`src/hdl/cfr_pkg.sv`:
```
// Shared types and constants for the checked frame receiver.
`timescale 1ns / 1ps

package cfr_pkg;

    localparam int CFR_MAX_PAYLOAD = 256;
    localparam int OVERHEAD        = 8;   // head, src, dst, func, 2 length, sum, add
    localparam int HEAD_BYTES      = 6;
    localparam int LEN_W           = 16;
    localparam int CMP_W           = LEN_W + 1;

    localparam logic [7:0] HEAD_RESET = 8'hAA;

    typedef enum logic [3:0] {
        ROLE_HUNT     = 4'd0,
        ROLE_HEAD     = 4'd1,
        ROLE_SOURCE   = 4'd2,
        ROLE_DEST     = 4'd3,
        ROLE_FUNCTION = 4'd4,
        ROLE_LENGTH   = 4'd5,
        ROLE_PAYLOAD  = 4'd6,
        ROLE_SUM      = 4'd7,
        ROLE_ADD      = 4'd8
    } t_role;

    typedef struct packed {
        logic [LEN_W-1:0] payload_length;
        logic [7:0]       function_code;
        logic             frame_dropped;
        logic             frame_good;
        logic             frame_end;
        logic [7:0]       payload_index;
        t_role            byte_role;
        logic [7:0]       byte_value;
    } t_result;

endpackage

```
`src/hdl/checked_frame_receiver.sv`:
```
// Top level: frame parser with a two-entry registered result stage.
// The result of each accepted item is registered before it appears on the master side.
// Throughput: one item per cycle while the skid register is empty; the frame state update is combinational.
// A skid register lets one more item in while the output register is stalled.
// Reset (synchronous, active low): idle, all frame state cleared, header byte 0xAA.
`timescale 1ns / 1ps

module checked_frame_receiver #(
    parameter int MAX_PAYLOAD = cfr_pkg::CFR_MAX_PAYLOAD
) (
    input  logic        i_clk,
    input  logic        i_rst_n,
    input  logic        i_cfg_we,
    input  logic [7:0]  i_cfg_wdata,
    input  logic        s_axis_tvalid,
    output logic        s_axis_tready,
    input  logic [7:0]  s_axis_tdata,   // rx_byte
    output logic        m_axis_tvalid,
    input  logic        m_axis_tready,
    // byte_value, payload_index, frame_good, frame_dropped, function_code,
    // payload_length, zero pad
    output logic [47:0] m_axis_tdata,
    output logic [3:0]  m_axis_tuser,   // byte_role
    output logic        m_axis_tlast    // frame_end
);
    import cfr_pkg::*;

    logic    accept;
    t_result new_res;
    t_result r_out, r_skid;
    logic    r_out_v, r_skid_v;

    assign s_axis_tready = !r_skid_v;
    assign accept        = s_axis_tvalid && s_axis_tready;

    cfr_parser #(
        .MAX_PAYLOAD(MAX_PAYLOAD)
    ) u_parser (
        .i_clk      (i_clk),
        .i_rst_n    (i_rst_n),
        .i_cfg_we   (i_cfg_we),
        .i_cfg_wdata(i_cfg_wdata),
        .i_accept   (accept),
        .i_byte     (s_axis_tdata),
        .o_result   (new_res)
    );

    always_ff @(posedge i_clk) begin
        if (!i_rst_n) begin
            r_out_v  <= 1'b0;
            r_skid_v <= 1'b0;
        end else if (!r_out_v || m_axis_tready) begin
            if (r_skid_v) begin
                r_out_v  <= 1'b1;
                r_skid_v <= 1'b0;
            end else begin
                r_out_v <= accept;
            end
        end else if (accept) begin
            r_skid_v <= 1'b1;
        end
    end

    always_ff @(posedge i_clk) begin
        if (!r_out_v || m_axis_tready) begin
            r_out <= r_skid_v ? r_skid : new_res;
        end else if (accept) begin
            r_skid <= new_res;
        end
    end

    assign m_axis_tvalid = r_out_v;
    assign m_axis_tuser  = r_out.byte_role;
    assign m_axis_tlast  = r_out.frame_end;
    assign m_axis_tdata  = {6'd0, r_out.payload_length, r_out.function_code,
                            r_out.frame_dropped, r_out.frame_good,
                            r_out.payload_index, r_out.byte_value};

`ifndef ASSERT_OFF
    a_skid_needs_out: assert property (@(posedge i_clk) disable iff (!i_rst_n)
        r_skid_v |-> r_out_v)
        else $error("skid entry held without output entry");

    a_skid_on_stall: assert property (@(posedge i_clk) disable iff (!i_rst_n)
        $rose(r_skid_v) |-> $past(r_out_v && !m_axis_tready))
        else $error("skid filled while output was free");

    a_good_at_end: assert property (@(posedge i_clk) disable iff (!i_rst_n)
        (m_axis_tvalid && m_axis_tdata[16]) |-> m_axis_tlast)
        else $error("frame_good outside frame end");

    a_end_not_drop: assert property (@(posedge i_clk) disable iff (!i_rst_n)
        m_axis_tvalid |-> !(m_axis_tlast && m_axis_tdata[17]))
        else $error("frame end and drop on same item");
`endif

endmodule

```
`src/hdl/cfr_parser.sv`:
```
// Frame state registers and per-item role, check and length logic.
`timescale 1ns / 1ps

module cfr_parser #(
    parameter int MAX_PAYLOAD = cfr_pkg::CFR_MAX_PAYLOAD
) (
    input  logic             i_clk,
    input  logic             i_rst_n,
    input  logic             i_cfg_we,
    input  logic [7:0]       i_cfg_wdata,
    input  logic             i_accept,
    input  logic [7:0]       i_byte,
    output cfr_pkg::t_result o_result
);
    import cfr_pkg::*;

    localparam int FRAME_MAX = MAX_PAYLOAD + OVERHEAD;
    localparam int CNT_W     = $clog2(FRAME_MAX + 1);

    logic [7:0]       r_head;
    logic [CNT_W-1:0] r_count, n_count;
    logic [LEN_W-1:0] r_len, n_len;
    logic [7:0]       r_sum, n_sum;
    logic [7:0]       r_add, n_add;
    logic [7:0]       r_func, n_func;
    logic             r_sum_ok, n_sum_ok;

    logic [CMP_W-1:0] pos;
    logic [CMP_W-1:0] cnt1;
    logic [CMP_W-1:0] pidx_full;
    logic [7:0]       sum_base, add_base;
    logic             acc;
    t_role            role;
    logic [7:0]       pidx;
    logic             f_end, f_good, f_drop;

    always_comb begin
        pos       = CMP_W'(r_count);
        cnt1      = pos + CMP_W'(1);
        pidx_full = pos - CMP_W'(HEAD_BYTES);
        n_count   = r_count;
        n_len     = r_len;
        n_func    = r_func;
        n_sum_ok  = r_sum_ok;
        n_sum     = r_sum;
        n_add     = r_add;
        sum_base  = r_sum;
        add_base  = r_add;
        acc       = 1'b0;
        role      = ROLE_HUNT;
        pidx      = 8'd0;
        f_end     = 1'b0;
        f_good    = 1'b0;
        f_drop    = 1'b0;

        if (!(r_count == '0 && i_byte != r_head)) begin
            if (r_count == '0) begin
                role     = ROLE_HEAD;
                n_len    = '0;
                n_func   = 8'd0;
                sum_base = 8'd0;
                add_base = 8'd0;
                n_sum_ok = 1'b0;
                acc      = 1'b1;
            end else if (pos < CMP_W'(HEAD_BYTES)) begin
                acc = 1'b1;
                if (pos == CMP_W'(1)) begin
                    role = ROLE_SOURCE;
                end else if (pos == CMP_W'(2)) begin
                    role = ROLE_DEST;
                end else if (pos == CMP_W'(3)) begin
                    role   = ROLE_FUNCTION;
                    n_func = i_byte;
                end else if (pos == CMP_W'(4)) begin
                    role  = ROLE_LENGTH;
                    n_len = {8'd0, i_byte};
                end else begin
                    role  = ROLE_LENGTH;
                    n_len = {i_byte, r_len[7:0]};
                end
            end else if (pos < CMP_W'(r_len) + CMP_W'(HEAD_BYTES)) begin
                role = ROLE_PAYLOAD;
                acc  = 1'b1;
                // positions past 255 saturate
                pidx = (pidx_full > CMP_W'(255)) ? 8'd255 : pidx_full[7:0];
            end else if (pos == CMP_W'(r_len) + CMP_W'(HEAD_BYTES)) begin
                role     = ROLE_SUM;
                n_sum_ok = (i_byte == r_sum);
            end else begin
                role = ROLE_ADD;
            end

            if (acc) begin
                n_sum = sum_base + i_byte;
                n_add = add_base + n_sum;
            end

            n_count = CNT_W'(cnt1);
            if (cnt1 >= CMP_W'(OVERHEAD) && cnt1 == CMP_W'(n_len) + CMP_W'(OVERHEAD)) begin
                f_end   = 1'b1;
                f_good  = n_sum_ok && (i_byte == n_add);
                n_count = '0;
            end else if (cnt1 >= CMP_W'(FRAME_MAX)) begin
                f_drop  = 1'b1;
                n_count = '0;
            end
        end
    end

    always_comb begin
        o_result.byte_value     = i_byte;
        o_result.byte_role      = role;
        o_result.payload_index  = pidx;
        o_result.frame_end      = f_end;
        o_result.frame_good     = f_good;
        o_result.frame_dropped  = f_drop;
        o_result.function_code  = n_func;
        o_result.payload_length = n_len;
    end

    always_ff @(posedge i_clk) begin
        if (!i_rst_n) begin
            r_head   <= HEAD_RESET;
            r_count  <= '0;
            r_len    <= '0;
            r_sum    <= 8'd0;
            r_add    <= 8'd0;
            r_func   <= 8'd0;
            r_sum_ok <= 1'b0;
        end else begin
            if (i_cfg_we) begin
                r_head <= i_cfg_wdata;
            end
            if (i_accept) begin
                r_count  <= n_count;
                r_len    <= n_len;
                r_sum    <= n_sum;
                r_add    <= n_add;
                r_func   <= n_func;
                r_sum_ok <= n_sum_ok;
            end
        end
    end

endmodule
```
`config.mk`:
```
export PLATFORM = sky130hd
export DESIGN_NAME = checked_frame_receiver
export DESIGN_NICKNAME = d
export VERILOG_FILES = /design/src/hdl/cfr_pkg.sv /design/src/hdl/checked_frame_receiver.sv /design/src/hdl/cfr_parser.sv
export SDC_FILE = /design/constraint.sdc
export NUM_CORES = 1
export LEC_CHECK = 0
export BUFFER_PORTS_ARGS = -buffer_cell sky130_fd_sc_hd__buf_2
export CAP_MARGIN = 40
export CORE_ASPECT_RATIO = 2
export CORE_UTILIZATION = 40
export CTS_CLUSTER_SIZE = 8
export DETAILED_ROUTE_END_ITERATION = 6
export GPL_TIMING_DRIVEN = 1
export SYNTH_ARGS = -nofsm -noshare
export SYNTH_HDL_FRONTEND = slang
export SYNTH_SLANG_ARGS = --single-unit
```
`constraint.sdc`:
```
create_clock -name i_clk -period 6 [get_ports i_clk]
set_input_delay 0 -clock i_clk [delete_from_list [all_inputs] [get_ports i_clk]]
set_output_delay 0 -clock i_clk [all_outputs]
set_load 0.01 [all_outputs]
```
After elaboration in Yosys (flattened, before gate mapping):

Cells that the tools add are included.
W data, S select, Z words.

* register bits: 154
* input port bits: 21
* output and inout port bits: 55
* word-level logic and storage cells: 113

* add/sub/neg operators: 6
* magnitude comparators: 5
* eq/ne operators: 9
* muxes and demuxes: 53
* bitwise logic cells: 3
* reductions and logical operators: 12

Operator list (count)
* $mux W8: 17
* $mux W16: 8
* $mux W47: 1
* $mux W4: 7
* $eq A9 B2 Y1 const B: 2
* $mux W1: 18
* $mux W9: 2
* $add A16 B3 Y17 const B: 1
* $add A16 B4 Y17 const B: 1
* $eq A17 B17 Y1: 1
* $eq A9 B17 Y1: 1
* $ge A17 B4 Y1 const B: 1
* $ge A17 B9 Y1 const B: 1
* $gt A17 B8 Y1 const B: 1
* $lt A9 B17 Y1: 1
* $add A8 B8 Y8: 2
* $eq A8 B8 Y1: 2
* $add A9 B1 Y10 const B: 1
* $sub A9 B3 Y10 const B: 1
* $eq A9 B1 Y1 const B: 1
* $eq A9 B3 Y1 const B: 1
* $logic_not A9 Y1: 1
* $lt A9 B3 Y1 const B: 1
* $ne A8 B8 Y1: 1
* other kinds (7): 14

Longest topological paths before layout:

Gate-level depths: netlist of the first run.

* depth after elaboration: 14
* mapped depth: 25
* mapped depth without buffers: 21

By module:

Synthesis of the first run repeated with hierarchy kept, for this count alone.

* cell total of the unflattened synthesis: 888
* area, all modules: 9382.7 sq um

By module, submodules not included
* cfr_parser: times used 1, cells each 725, area an instance 5607.9 sq um, seq. area each 1161.1 sq um
* checked_frame_receiver: times used 1, cells each 163, area an instance 3774.9 sq um, seq. area each 2862.7 sq um

Worst setup path before layout of the first run:

No wires, ideal clock.

* kind: register to register
* start: reg u_parser.r_count[5]
* end: reg r_out (netlist bit m_axis_tdata[16]), data pin
* library setup time: 0.130 ns
* arrival: 4.784 ns
* data required time: 5.870 ns
* setup slack: 1.086 ns
* cell stages (with the launch flop): 23
* path buffers: 4
* period minus slack after synthesis: 4.914 ns
* cell sequence: dfxtp_1 -> clkbuf_1 -> nor3_1 -> clkbuf_1 -> nand3_1 -> clkbuf_1 -> clkbuf_1 -> and2_1 -> ha_1 -> fa_1 -> a21o_1 -> a21oi_1 -> xnor2_1 -> ha_1 -> o21a_1 -> o31a_1 -> o2111a_1 -> nor4_1 -> o211ai_1 -> o221ai_1 -> o211ai_1 -> nor4_1 -> a31o_2

* longest elaborated chain between the ends: 14
* elaborated cells between the ends (all ways): 43
* classes of those cells: 4 x add/sub; 3 x order compare; 7 x eq/ne; 25 x mux; 4 x reduce/logical

RTL lines
* from (decl): line cfr_parser.sv:21 `logic [CNT_W-1:0] r_count, n_count;`
* from (signal assigned): line cfr_parser.sv:135 `r_count <= n_count;`
* $eq A9 B3 Y1: line cfr_parser.sv:74 `end else if (pos == CMP_W'(4)) begin`
* $mux W16: line cfr_parser.sv:74
* $mux W16: line cfr_parser.sv:71 `end else if (pos == CMP_W'(3)) begin`
* $mux W16: line cfr_parser.sv:69 `end else if (pos == CMP_W'(2)) begin`
* $mux W16: line cfr_parser.sv:67 `if (pos == CMP_W'(1)) begin`
* $mux W16: line cfr_parser.sv:65 `end else if (pos < CMP_W'(HEAD_BYTES)) begin`
* $mux W16: line cfr_parser.sv:57 `if (r_count == '0) begin`
* $mux W16: line cfr_parser.sv:56 `if (!(r_count == '0 && i_byte != r_head)) begin`
* $add A16 B4 Y17: line cfr_parser.sv:99 `if (cnt1 >= CMP_W'(OVERHEAD) && cnt1 == CMP_W'(n_len) + CMP_W'(OVERHEAD)) begin`
* $eq A17 B17 Y1: line cfr_parser.sv:99
* $logic_and A1 B1 Y1: line cfr_parser.sv:99
* $mux W1: line cfr_parser.sv:99
* $mux W1 (*): line cfr_parser.sv:56
* $mux W47 (*): line checked_frame_receiver.sv:66 `r_out <= r_skid_v ? r_skid : new_res;`
* to (signal assigned): line checked_frame_receiver.sv:66
* to (decl): line checked_frame_receiver.sv:30 `t_result r_out, r_skid;`

Every way passes the cells marked *; elsewhere a longest branch is shown, timed or not. The select of a mux whose other input is x is not followed.
A chain may end at the register's enable or synchronous reset.

Worst setup path in the final report of the first run:

* start: reg u_parser.r_count[1]
* end: reg u_parser.r_count[2]

* longest elaborated chain between the ends: 12
* elaborated cells between the ends (all ways): 24
* classes of those cells: 2 x add/sub; 3 x order compare; 5 x eq/ne; 9 x mux; 1 x bitwise; 4 x reduce/logical

RTL lines (line)
* $eq A9 B3 Y1: cfr_parser.sv:74
* $mux W16: cfr_parser.sv:74
* $mux W16: cfr_parser.sv:71
* $mux W16: cfr_parser.sv:69
* $mux W16: cfr_parser.sv:67
* $mux W16: cfr_parser.sv:65
* $mux W16: cfr_parser.sv:57
* $mux W16: cfr_parser.sv:56
* $add A16 B4 Y17: cfr_parser.sv:99
* $eq A17 B17 Y1: cfr_parser.sv:99
* $logic_and A1 B1 Y1: cfr_parser.sv:99
* $mux W9: cfr_parser.sv:99

Parallel ways exist; a longest one is shown, timed or not. The select of a mux whose other input is x is not followed.

==> results.toml, run 1 <==
[finish]
nNetsFinal = 1053
utilization_pct = 46.7
area_growth_pct = 14.5
n_antenna_cell = 0
final_common_cell = "edfxtp_1"
fill_cells = 2192
design_area_um2 = 10600
multi_input_area_um2 = 4850
register_area_um2 = 4020
final_layout_size_suffix_gt1_share_pct = 18.3
layout_common_cells = "edfxtp_1 (94), nand2_1 (82), nor2_1 (77)"

[placement]
pre_cts_ws_ns = 0.657
post-dp-hpwl_um = 20700
placed_cell_area_um2 = 9840
io_buffers = 69
place.gp.congestion = 1.02

[setup_path]
endpoint_kind = "register"
crit_path_cell_trace = "inv_1 -> ha_1 -> or4_4 -> a211o_1 -> nor2_1 -> mux2i_1 -> nor2_1 -> ha_1 -> o21ai_1 -> or4_4 -> o21a_1 -> a2111o_1 -> nor4b_4 -> nor4b_1 -> a221o_1"
max_stage_delay_ns = 0.64
reg2reg_from = "u_parser.r_count[1]$_SDFFE_PN0P_"
cp_max_fo = 14
worstSetupStartpoint = "u_parser.r_count[1]$_SDFFE_PN0P_"
rrSetupSlack_ns = 0.54
reg2reg_depth = 15
start_kind = "register"
arrival_ns = 5.79
critPathKind = "reg2reg"
reg2reg_to = "u_parser.r_count[2]$_SDFFE_PN0P_"
crit_required_ns = 6.33
cp_slowest_cell = "dfxtp_1"

[synth]
synthArstFlopShare_pct = 0
ys_ff_latch = 154
synthDistinctLibCells = 75
syn_avg_cell_area_um2 = 9.87
synthFlopType = "edfxtp_1"
syn_inst = 936
synth_edf_count = 94
synth.cell_area_um2 = 9230
synth-seq-area-share_pct = 43.6
yosysWarnings = 0

[clocking]
clk_root_buffer_cell = "clkbuf_16"
clk_latency_ns = 0.46
clockBufferDepth = 2
cts_hold_buffers = 18
cts_tree = "done"
htreeDepth = 4
clock_sinks = 154
cts_resized = 0
postCtsSetupBuffers = 0
clk_pin_slew_ns = 0.07
cts_buffers = 17

[floorplan]
io_pins = 76
start_util_pct = 40.8
rows = 78
die_area_um2 = 23700
coreArea_um2 = 22600
die_h_um = 217
dieWidth_um = 109

[sta]
fin_ws_ns = 0.544
min_period_ns = 5.46
tightest_slew_ns = 0.793
finClkSkew_ns = 0.0169
setup_violations = 0
period_share_pct = 90.9
rsz0062_at_grt = "false"
setup_tns_ns = 0
drv_slew = 0
finalHoldViolations = 0
slew_headroom_pct = 45.8
fmax_ghz = 0.183

[power]
power.total_mw = 2.46
ir_worst_vdd_mv = 0.137
leakagePower_nw = 4.29
power_density_nw_per_um2 = 232

[global_routing]
antenna_found_initial = 0
grt.total_usage_pct = 25.5
grt_max_degree = 61
grt_first_pass_wirelength_um = 43600
grt_overflow = 0
grt_pass1_vias = 7481

[detailed_routing]
ant_nets = 0
routedWlPerCell_um = 22.2
drc = 0
via_per_inst = 5.85
dr.pass1.iters = 5
num_vias = 7556
first_iter_violations = 568
routed_wl_um = 28700

[hold_path]
worstHoldStart = "s_axis_tdata[2]"
hold_depth = 1
hp-class = "in2reg"
holdPathEnd = "r_skid[2]$_DFFE_PP_"

[status]
outcome = "completed"

[flow_run]
drv_cap = 0
-- synth_stat cells, types with 4 or more instances --
library cell,instances,area share (%)
or2_2,6,0.41
and3_1,7,0.47
nand4_1,13,0.88
xor2_1,33,3.1
o21ai_0,28,1.5
mux2_2,45,5.5
nor2b_1,19,1.3
a211oi_1,4,0.33
nor2_1,78,3.2
a21oi_1,32,1.7
mux2i_1,16,1.7
nand2_1,82,3.3
o31ai_1,4,0.33
nor3b_1,18,1.5
clkbuf_1,56,2.3
a22oi_1,9,0.73
a21boi_0,12,0.98
nor3_1,22,1.2
o21a_1,7,0.57
nand3_1,23,1.2
or3_1,7,0.47
buf_4,6,0.49
a21o_1,11,0.89
o211ai_1,8,0.65
xnor2_1,34,3.2
a22o_1,14,1.3
o22ai_1,5,0.34
buf_1,5,0.20
a2111oi_0,4,0.38
nand2b_1,6,0.41
a32oi_1,6,0.57
and2_1,24,1.6
edfxtp_1,94,31
dfxtp_1,60,13
nor4_1,15,1.0
a31oi_1,6,0.41
inv_1,23,0.93
ha_1,31,4.2
-- how the worst max path moves through the flow --
stage                                  endpoint  slack (ns)  cells after the start
3_3_place_gp   u_parser.r_count[4]$_SDFFE_PN0P_        0.90                     15
2_1_floorplan        m_axis_tdata[16]$_DFFE_PP_        1.09                     22
3_5_place_dp   u_parser.r_count[2]$_SDFFE_PN0P_        0.66                     15
6_report       u_parser.r_count[2]$_SDFFE_PN0P_        0.54                     15
5_1_grt        u_parser.r_count[2]$_SDFFE_PN0P_        0.25                     15
4_1_cts        u_parser.r_count[2]$_SDFFE_PN0P_        0.64                     15
-- kinds of logic (layout without fill, tap and decap cells) --
family	after synthesis	after routing	synth area share, %
xor gates and xnor gates	70	70	7.09
other	1	6	0.0406
muxes	61	61	7.22
and+or+nand+nor	336	336	18.7
buffers and inverters	94	165	4.19
adders and majority gates	33	33	4.63
AOI/OAI and AO/OA	187	187	14.5
DFF	154	154	43.6
-- flip-flops by register name, indices dropped and copies added, names as in the netlist --
name / flops
m_axis_tvalid: 1
u_parser.r_add: 8
m_axis_tuser: 4
r_skid_v: 1
u_parser.r_len: 16
u_parser.r_head: 8
u_parser.r_func: 8
u_parser.r_count: 9
m_axis_tlast: 1
m_axis_tdata: 42
u_parser.r_sum: 8
u_parser.r_sum_ok: 1
r_skid: 47
-- area by class of cell --
cell class	count	share of cell area, %
multi-input cells	693	45.9
clock inverters	15	1.25
well taps	280	3.31
repair buffers	110	6.67
clock buffers	17	4.02
flip-flops and latches	154	38.0
inverters	23	0.816
-- per-layer routing --
metal / vias up / routed length (um) / share of wire [%] / GRT usage [%]
met5: - / 0 / 0 / 0
met4: 0 / 2040 / 7.1 / 19.3
met3: 112 / 1300 / 4.5 / 4.25
met2: 274 / 15500 / 54 / 45.8
met1: 3634 / 9900 / 34 / 25.3
li1: 3536 / - / - / -
-- through the flow --
step                      hold WS (ns)  cells
after global placement           0.220   1240
after floorplan                 0.0989    941
after detailed placement         0.229   1242
after global routing            0.0228   1292
final                           0.0365   1292
after CTS                      0.00378   1292
-- power by group --
part	internal (mW)	switching (mW)
sequential	1.17	0.0198
clock	0.544	0.497
combinational	0.0936	0.137
-- worst max-delay path, delay by kind of cell (launching register included) --
kind / cells / cell delay [ns]
AO/OA/AOI/OAI: 5 / 1.54
adder cells (fa/ha/maj): 2 / 0.63
buffers and inverters: 1 / 0.17
flip-flops: 1 / 0.64
multiplexers: 1 / 0.09
AND/OR/NAND/NOR: 6 / 2.24
Note: power is estimated with default switching activity, not from simulation.
==> inputs of run 2 (changes only) <==
--- a/config.mk
+++ b/config.mk
@@ -8,7 +8,7 @@
 export BUFFER_PORTS_ARGS = -buffer_cell sky130_fd_sc_hd__buf_2
 export CAP_MARGIN = 40
 export CORE_ASPECT_RATIO = 2
-export CORE_UTILIZATION = 40
+export CORE_UTILIZATION = 35
 export CTS_CLUSTER_SIZE = 8
 export DETAILED_ROUTE_END_ITERATION = 6
 export GPL_TIMING_DRIVEN = 1
==> results.toml, run 2 (synthesized netlist as in run 1, its figures left out) <==
[floorplan]
rows = 83
die_h_um = 232
dieWidth_um = 117
io_pins = 76
coreArea_um2 = 25800
die_area_um2 = 27100
start_util_pct = 35.9

[global_routing]
antenna_found_initial = 0
grt.total_usage_pct = 23.0
grt_max_degree = 51
grt_pass1_vias = 7674
grt_first_pass_wirelength_um = 44700
grt_overflow = 0

[setup_path]
crit_required_ns = 6.34
endpoint_kind = "register"
start_kind = "register"
max_stage_delay_ns = 0.64
cp_slowest_cell = "dfxtp_1"
cp_max_fo = 14
critPathKind = "reg2reg"
arrival_ns = 5.76
crit_path_cell_trace = "inv_1 -> ha_1 -> or4_4 -> a211o_1 -> nor2_1 -> mux2i_1 -> nor2_1 -> ha_1 -> o21ai_1 -> or4_4 -> o21a_1 -> a2111o_1 -> nor4b_4 -> nor3_1 -> a221o_1"

[placement]
post-dp-hpwl_um = 21000
place.gp.congestion = 0.982
io_buffers = 69
placed_cell_area_um2 = 9940

[sta]
tightest_slew_ns = 0.777
period_share_pct = 90.5
fmax_ghz = 0.184
holdWs_ns = 0.0246
slew_headroom_pct = 47.8
setup_tns_ns = 0
drv_slew = 0
finClkSkew_ns = 0.0121
setup_violations = 0
min_period_ns = 5.43
rsz0062_at_grt = "false"
finalHoldViolations = 0

[power]
power_density_nw_per_um2 = 233
netSwitchingPower_mw = 0.639
internal_power_mw = 1.85
pwr-share-seq_pct = 47.7
swShare_pct = 25.6
leakagePower_nw = 4.31
power_frac_comb_pct = 9.3
power.share.clock_pct = 43.0
ir_worst_vdd_mv = 0.172

[detailed_routing]
routedWlPerCell_um = 21.5
first_iter_violations = 361
num_vias = 7515
dr.pass1.iters = 6
via_per_inst = 5.55
drc = 0
ant_nets = 0
routed_wl_um = 29200

[clocking]
cts_tree = "done"
clock_sinks = 154
cts_resized = 0
clk_latency_ns = 0.45
clockBufferDepth = 2
cts_buffers = 17
htreeDepth = 4
clk_root_buffer_cell = "clkbuf_16"
clk_pin_slew_ns = 0.06
postCtsSetupBuffers = 0

[finish]
largest_reg_flops = 47
final_layout_size_suffix_gt1_share_pct = 18.5
layout_common_cells = "edfxtp_1 (94), nand2_1 (82), nor2_1 (77)"
top_register = "r_skid"
register_area_um2 = 4020
fill_cells = 2564
multi_input_area_um2 = 4850
final_common_cell = "edfxtp_1"
n_antenna_cell = 0
nNetsFinal = 1054
design_area_um2 = 10700
area_growth_pct = 15.8

[hold_path]
hp-class = "in2reg"

[status]
outcome = "completed"

[flow_run]
drv_cap = 0
==> run 2: power by group through the flow <==
stage                     Combinational, mW  Sequential, mW  Clock [mW]
after floorplan                       0.128            1.22           0
after global placement                0.216            1.21           0
after detailed placement              0.222            1.21           0
after CTS                             0.233            1.19        1.09
after global routing                  0.253            1.19        1.12
final                                 0.232            1.19        1.07
==> run 2: final cells by class <==
class,count,area share (%)
multi-input cells,693,45.4
well taps,340,3.98
repair buffers,111,6.76
clock buffers,18,4.11
clock inverters,14,1.31
inverters,23,0.808
flip-flops and latches,154,37.6
==> run 2: final timing paths <==
kind / from / end / slack (ns) / cells past startpoint
max: u_parser.r_count[1]$_SDFFE_PN0P_ / u_parser.r_count[4]$_SDFFE_PN0P_ / 0.57 / 15
min: s_axis_tdata[1] / r_skid[1]$_DFFE_PP_ / 0.02 / 1
max reg2reg: u_parser.r_count[1]$_SDFFE_PN0P_ / u_parser.r_count[4]$_SDFFE_PN0P_ / 0.57 / 15
min reg2reg: u_parser.r_add[6]$_SDFFE_PN0P_ / u_parser.r_add[6]$_SDFFE_PN0P_ / 0.48 / 2
==> run 2: repair_timing <==
item                                   CTS  global route
endpoints found under the hold margin   13             0
setup endpoints to repair                0             0
hold buffers                            17             0
==> run 2: stage by stage <==
stage / util, % / setup slack [ns] / total power, mW / instances
floorplan: - / 1.09 / 1.35 / 941
global placement: 38.4 / 0.779 / 1.43 / 1301
detailed placement: 38.6 / 0.647 / 1.43 / 1304
CTS: 41.5 / 0.611 / 2.51 / 1353
global route: 41.5 / 0.0326 / 2.57 / 1353
finish: 41.5 / 0.573 / 2.49 / 1353
==> run 2: metal layers <==
| metal | track usage [%] | vias to the layer above | wire length (um) | share of wire [%] |
|---|---|---|---|---|
| met2 | 41.7 | 228 | 15900 | 55 |
| met3 | 3.81 | 97 | 1090 | 3.8 |
| met1 | 22.3 | 3649 | 9980 | 34 |
| li1 | - | 3541 | - | - |
| met5 | 0 | - | 0 | 0 |
| met4 | 18.2 | 0 | 2160 | 7.4 |
==> run 2: worst max-delay path: cells and delay by family, from the launching register on <==
kind                     cells  cell delay, ns
adder cells (fa/ha/maj)      2            0.66
buffers and inverters        1            0.17
flip-flops                   1            0.64
multiplexers                 1            0.09
AND/OR/NAND/NOR              6            2.20
AO/OA/AOI/OAI                5            1.54
==> inputs of run 3 (changes only) <==
--- a/config.mk
+++ b/config.mk
@@ -14,4 +14,5 @@
 export GPL_TIMING_DRIVEN = 1
 export SYNTH_ARGS = -nofsm -noshare
 export SYNTH_HDL_FRONTEND = slang
+export SYNTH_HIERARCHICAL = 1
 export SYNTH_SLANG_ARGS = --single-unit
==> results.toml, run 3 <==
[detailed_routing]
routed_wl_um = 26700
dr.pass1.iters = 7
first_iter_violations = 406
routedWlPerCell_um = 20.3
ant_nets = 0
num_vias = 7018
via_per_inst = 5.33
drc = 4

[finish]
register_area_um2 = 4030
utilization_pct = 41.2
n_antenna_cell = 0
largest_reg_flops = 47
layout_common_cells = "edfxtp_1 (94), nand2_1 (89), buf_2 (69)"
final_layout_size_suffix_gt1_share_pct = 20.1
area_growth_pct = 15.3
top_register = "r_skid"
final_common_cell = "edfxtp_1"
fill_cells = 2627
multi_input_area_um2 = 4860
nNetsFinal = 1014

[placement]
pre_cts_ws_ns = 0.464
place.gp.congestion = 0.951
post-dp-hpwl_um = 18900
io_buffers = 69

[clocking]
postCtsSetupBuffers = 0
htreeDepth = 4
clk_latency_ns = 0.44
cts_tree = "done"
clock_sinks = 154
clk_root_buffer_cell = "clkbuf_16"
cts_buffers = 17
clockBufferDepth = 2
clk_pin_slew_ns = 0.07

[hold_path]
hp-class = "in2reg"

[sta]
fin_ws_ns = 0.504
setup_violations = 0
slew_headroom_pct = 42.9
drv_slew = 0
finalHoldViolations = 0
finClkSkew_ns = 0.0122
tightest_slew_ns = 0.853
min_period_ns = 5.50
rsz0062_at_grt = "false"
period_share_pct = 91.6
fmax_ghz = 0.182
setup_tns_ns = 0

[synth]
yosysWarnings = 6
synthDistinctLibCells = 74
synth.top_cell.area_share_pct = 30.1
ys_ff_latch = 154
synth_top_cell_by_area = "edfxtp_1"
yosys-top-cells-count = "edfxtp_1 (94), nand2_1 (89), dfxtp_1 (60), mux2_4 (46), clkbuf_1 (40)"
syn_inst = 888
synthFlopType = "edfxtp_1"
synth_edf_count = 94
synth.cell_area_um2 = 9380
synth-seq-area-share_pct = 42.9
synthArstFlopShare_pct = 0
syn_avg_cell_area_um2 = 10.6
synth_most_common_cell = "edfxtp_1"
synthTopCellsByArea = "edfxtp_1 (30%), dfxtp_1 (13%), mux2_4 (7.4%)"

[floorplan]
io_pins = 76
dieWidth_um = 118
start_util_pct = 35.7
die_area_um2 = 27500
die_h_um = 234
coreArea_um2 = 26300
rows = 84

[global_routing]
grt_pass1_vias = 7194
grt_max_degree = 51
grt.total_usage_pct = 20.1
antenna_found_initial = 0
grt_first_pass_wirelength_um = 41300
grt_overflow = 0

[status]
outcome = "finished with violations"
violations = "DRC"

[setup_path]
start_kind = "register"
crit_required_ns = 6.20
endpoint_kind = "register"
critPathKind = "reg2reg"
cp_max_fo = 9
arrival_ns = 5.69

[power]
ir_worst_vdd_mv = 0.195
leakagePower_nw = 4.39
power_density_nw_per_um2 = 221

[flow_run]
drv_cap = 0
-- run 3: cells by family (layout without fill, tap and decap cells) --
logic type	count (synthesis)	count (layout)	share of synthesized area, %
AO/OA/AOI/OAI	175	175	12.9
XOR/XNOR	68	68	6.35
adder cells (fa/ha/maj)	33	33	4.56
buffers and inverters	98	178	5.61
flip-flops	154	154	42.9
multiplexers	91	91	12.3
other	1	6	0.0400
AND/OR/NAND/NOR	268	268	15.4
-- run 3: final cells by class --
type	instances	area share, %
inverter	24	0.833
clock buffer	17	3.93
tap	344	3.98
clock inverter	15	1.23
timing repair buffer	122	7.86
sequential	154	37.2
multi-input combinational	641	44.9
-- run 3: report_power, final --
part | internal, mW | switching, mW | leakage [nW]
sequential | 1.15 | 0.0139 | 1.46
clock | 0.544 | 0.482 | 0.273
combinational | 0.0861 | 0.110 | 2.65
-- run 3: layer usage --
| metal | vias up | GRT usage (%) | routed length (um) |
|---|---|---|---|
| met4 | 0 | 15.9 | 2010 |
| met5 | - | 0 | 0 |
| met1 | 3398 | 18.9 | 9420 |
| met3 | 101 | 3.17 | 712 |
| li1 | 3335 | - | - |
| met2 | 184 | 38.3 | 14600 |
-- run 3: what timing repair did --
item | in CTS | in global routing
resized for setup | 0 | 1
hold endpoints to repair | 20 | 0
hold buffers | 30 | 0
endpoints found under the setup margin | 0 | 1
-- run 3: path summary, 6_finish.rpt --
path | start | end | slack [ns] | depth (start not counted)
setup / recovery | u_parser/r_count[0]$_SDFFE_PN0P_ | m_axis_tdata[16]$_DFFE_PP_ | 0.50 | 23
setup reg to reg | u_parser/r_count[0]$_SDFFE_PN0P_ | m_axis_tdata[16]$_DFFE_PP_ | 0.50 | 23
hold / removal | s_axis_tdata[1] | r_skid[1]$_DFFE_PP_ | 0.02 | 1
hold reg to reg | u_parser/r_add[6]$_SDFFE_PN0P_ | u_parser/r_add[6]$_SDFFE_PN0P_ | 0.46 | 2
-- run 3: worst max-delay path: stages (launching register included) --
cell,delay [ns]
dfxtp_1,0.38
inv_1,0.18
ha_1,0.33
or3b_2,0.55
nor2_2,0.23
nand2_1,0.26
and2_1,0.24
ha_1,0.21
fa_1,0.42
a21oi_1,0.16
nor2_1,0.05
nor2_1,0.15
o21bai_1,0.08
a21oi_1,0.18
xnor2_1,0.16
ha_1,0.29
a21oi_1,0.15
o21ai_0,0.11
xor2_1,0.16
xnor2_1,0.18
mux2i_1,0.11
xor2_1,0.17
and4_1,0.23
mux2_4,0.26
-- run 3: per-stage QoR --
step / power [mW] / cells / instance area [um2] / hold WS [ns]
after floorplan: 1.31 / 893 / 9400 / 0.129
after global placement: 1.36 / 1251 / 9900 / 0.222
after detailed placement: 1.37 / 1255 / 9960 / 0.228
after CTS: 2.42 / 1317 / 10800 / 0.00738
after global routing: 2.47 / 1317 / 10800 / 0.0111
final: 2.39 / 1317 / 10800 / 0.0250
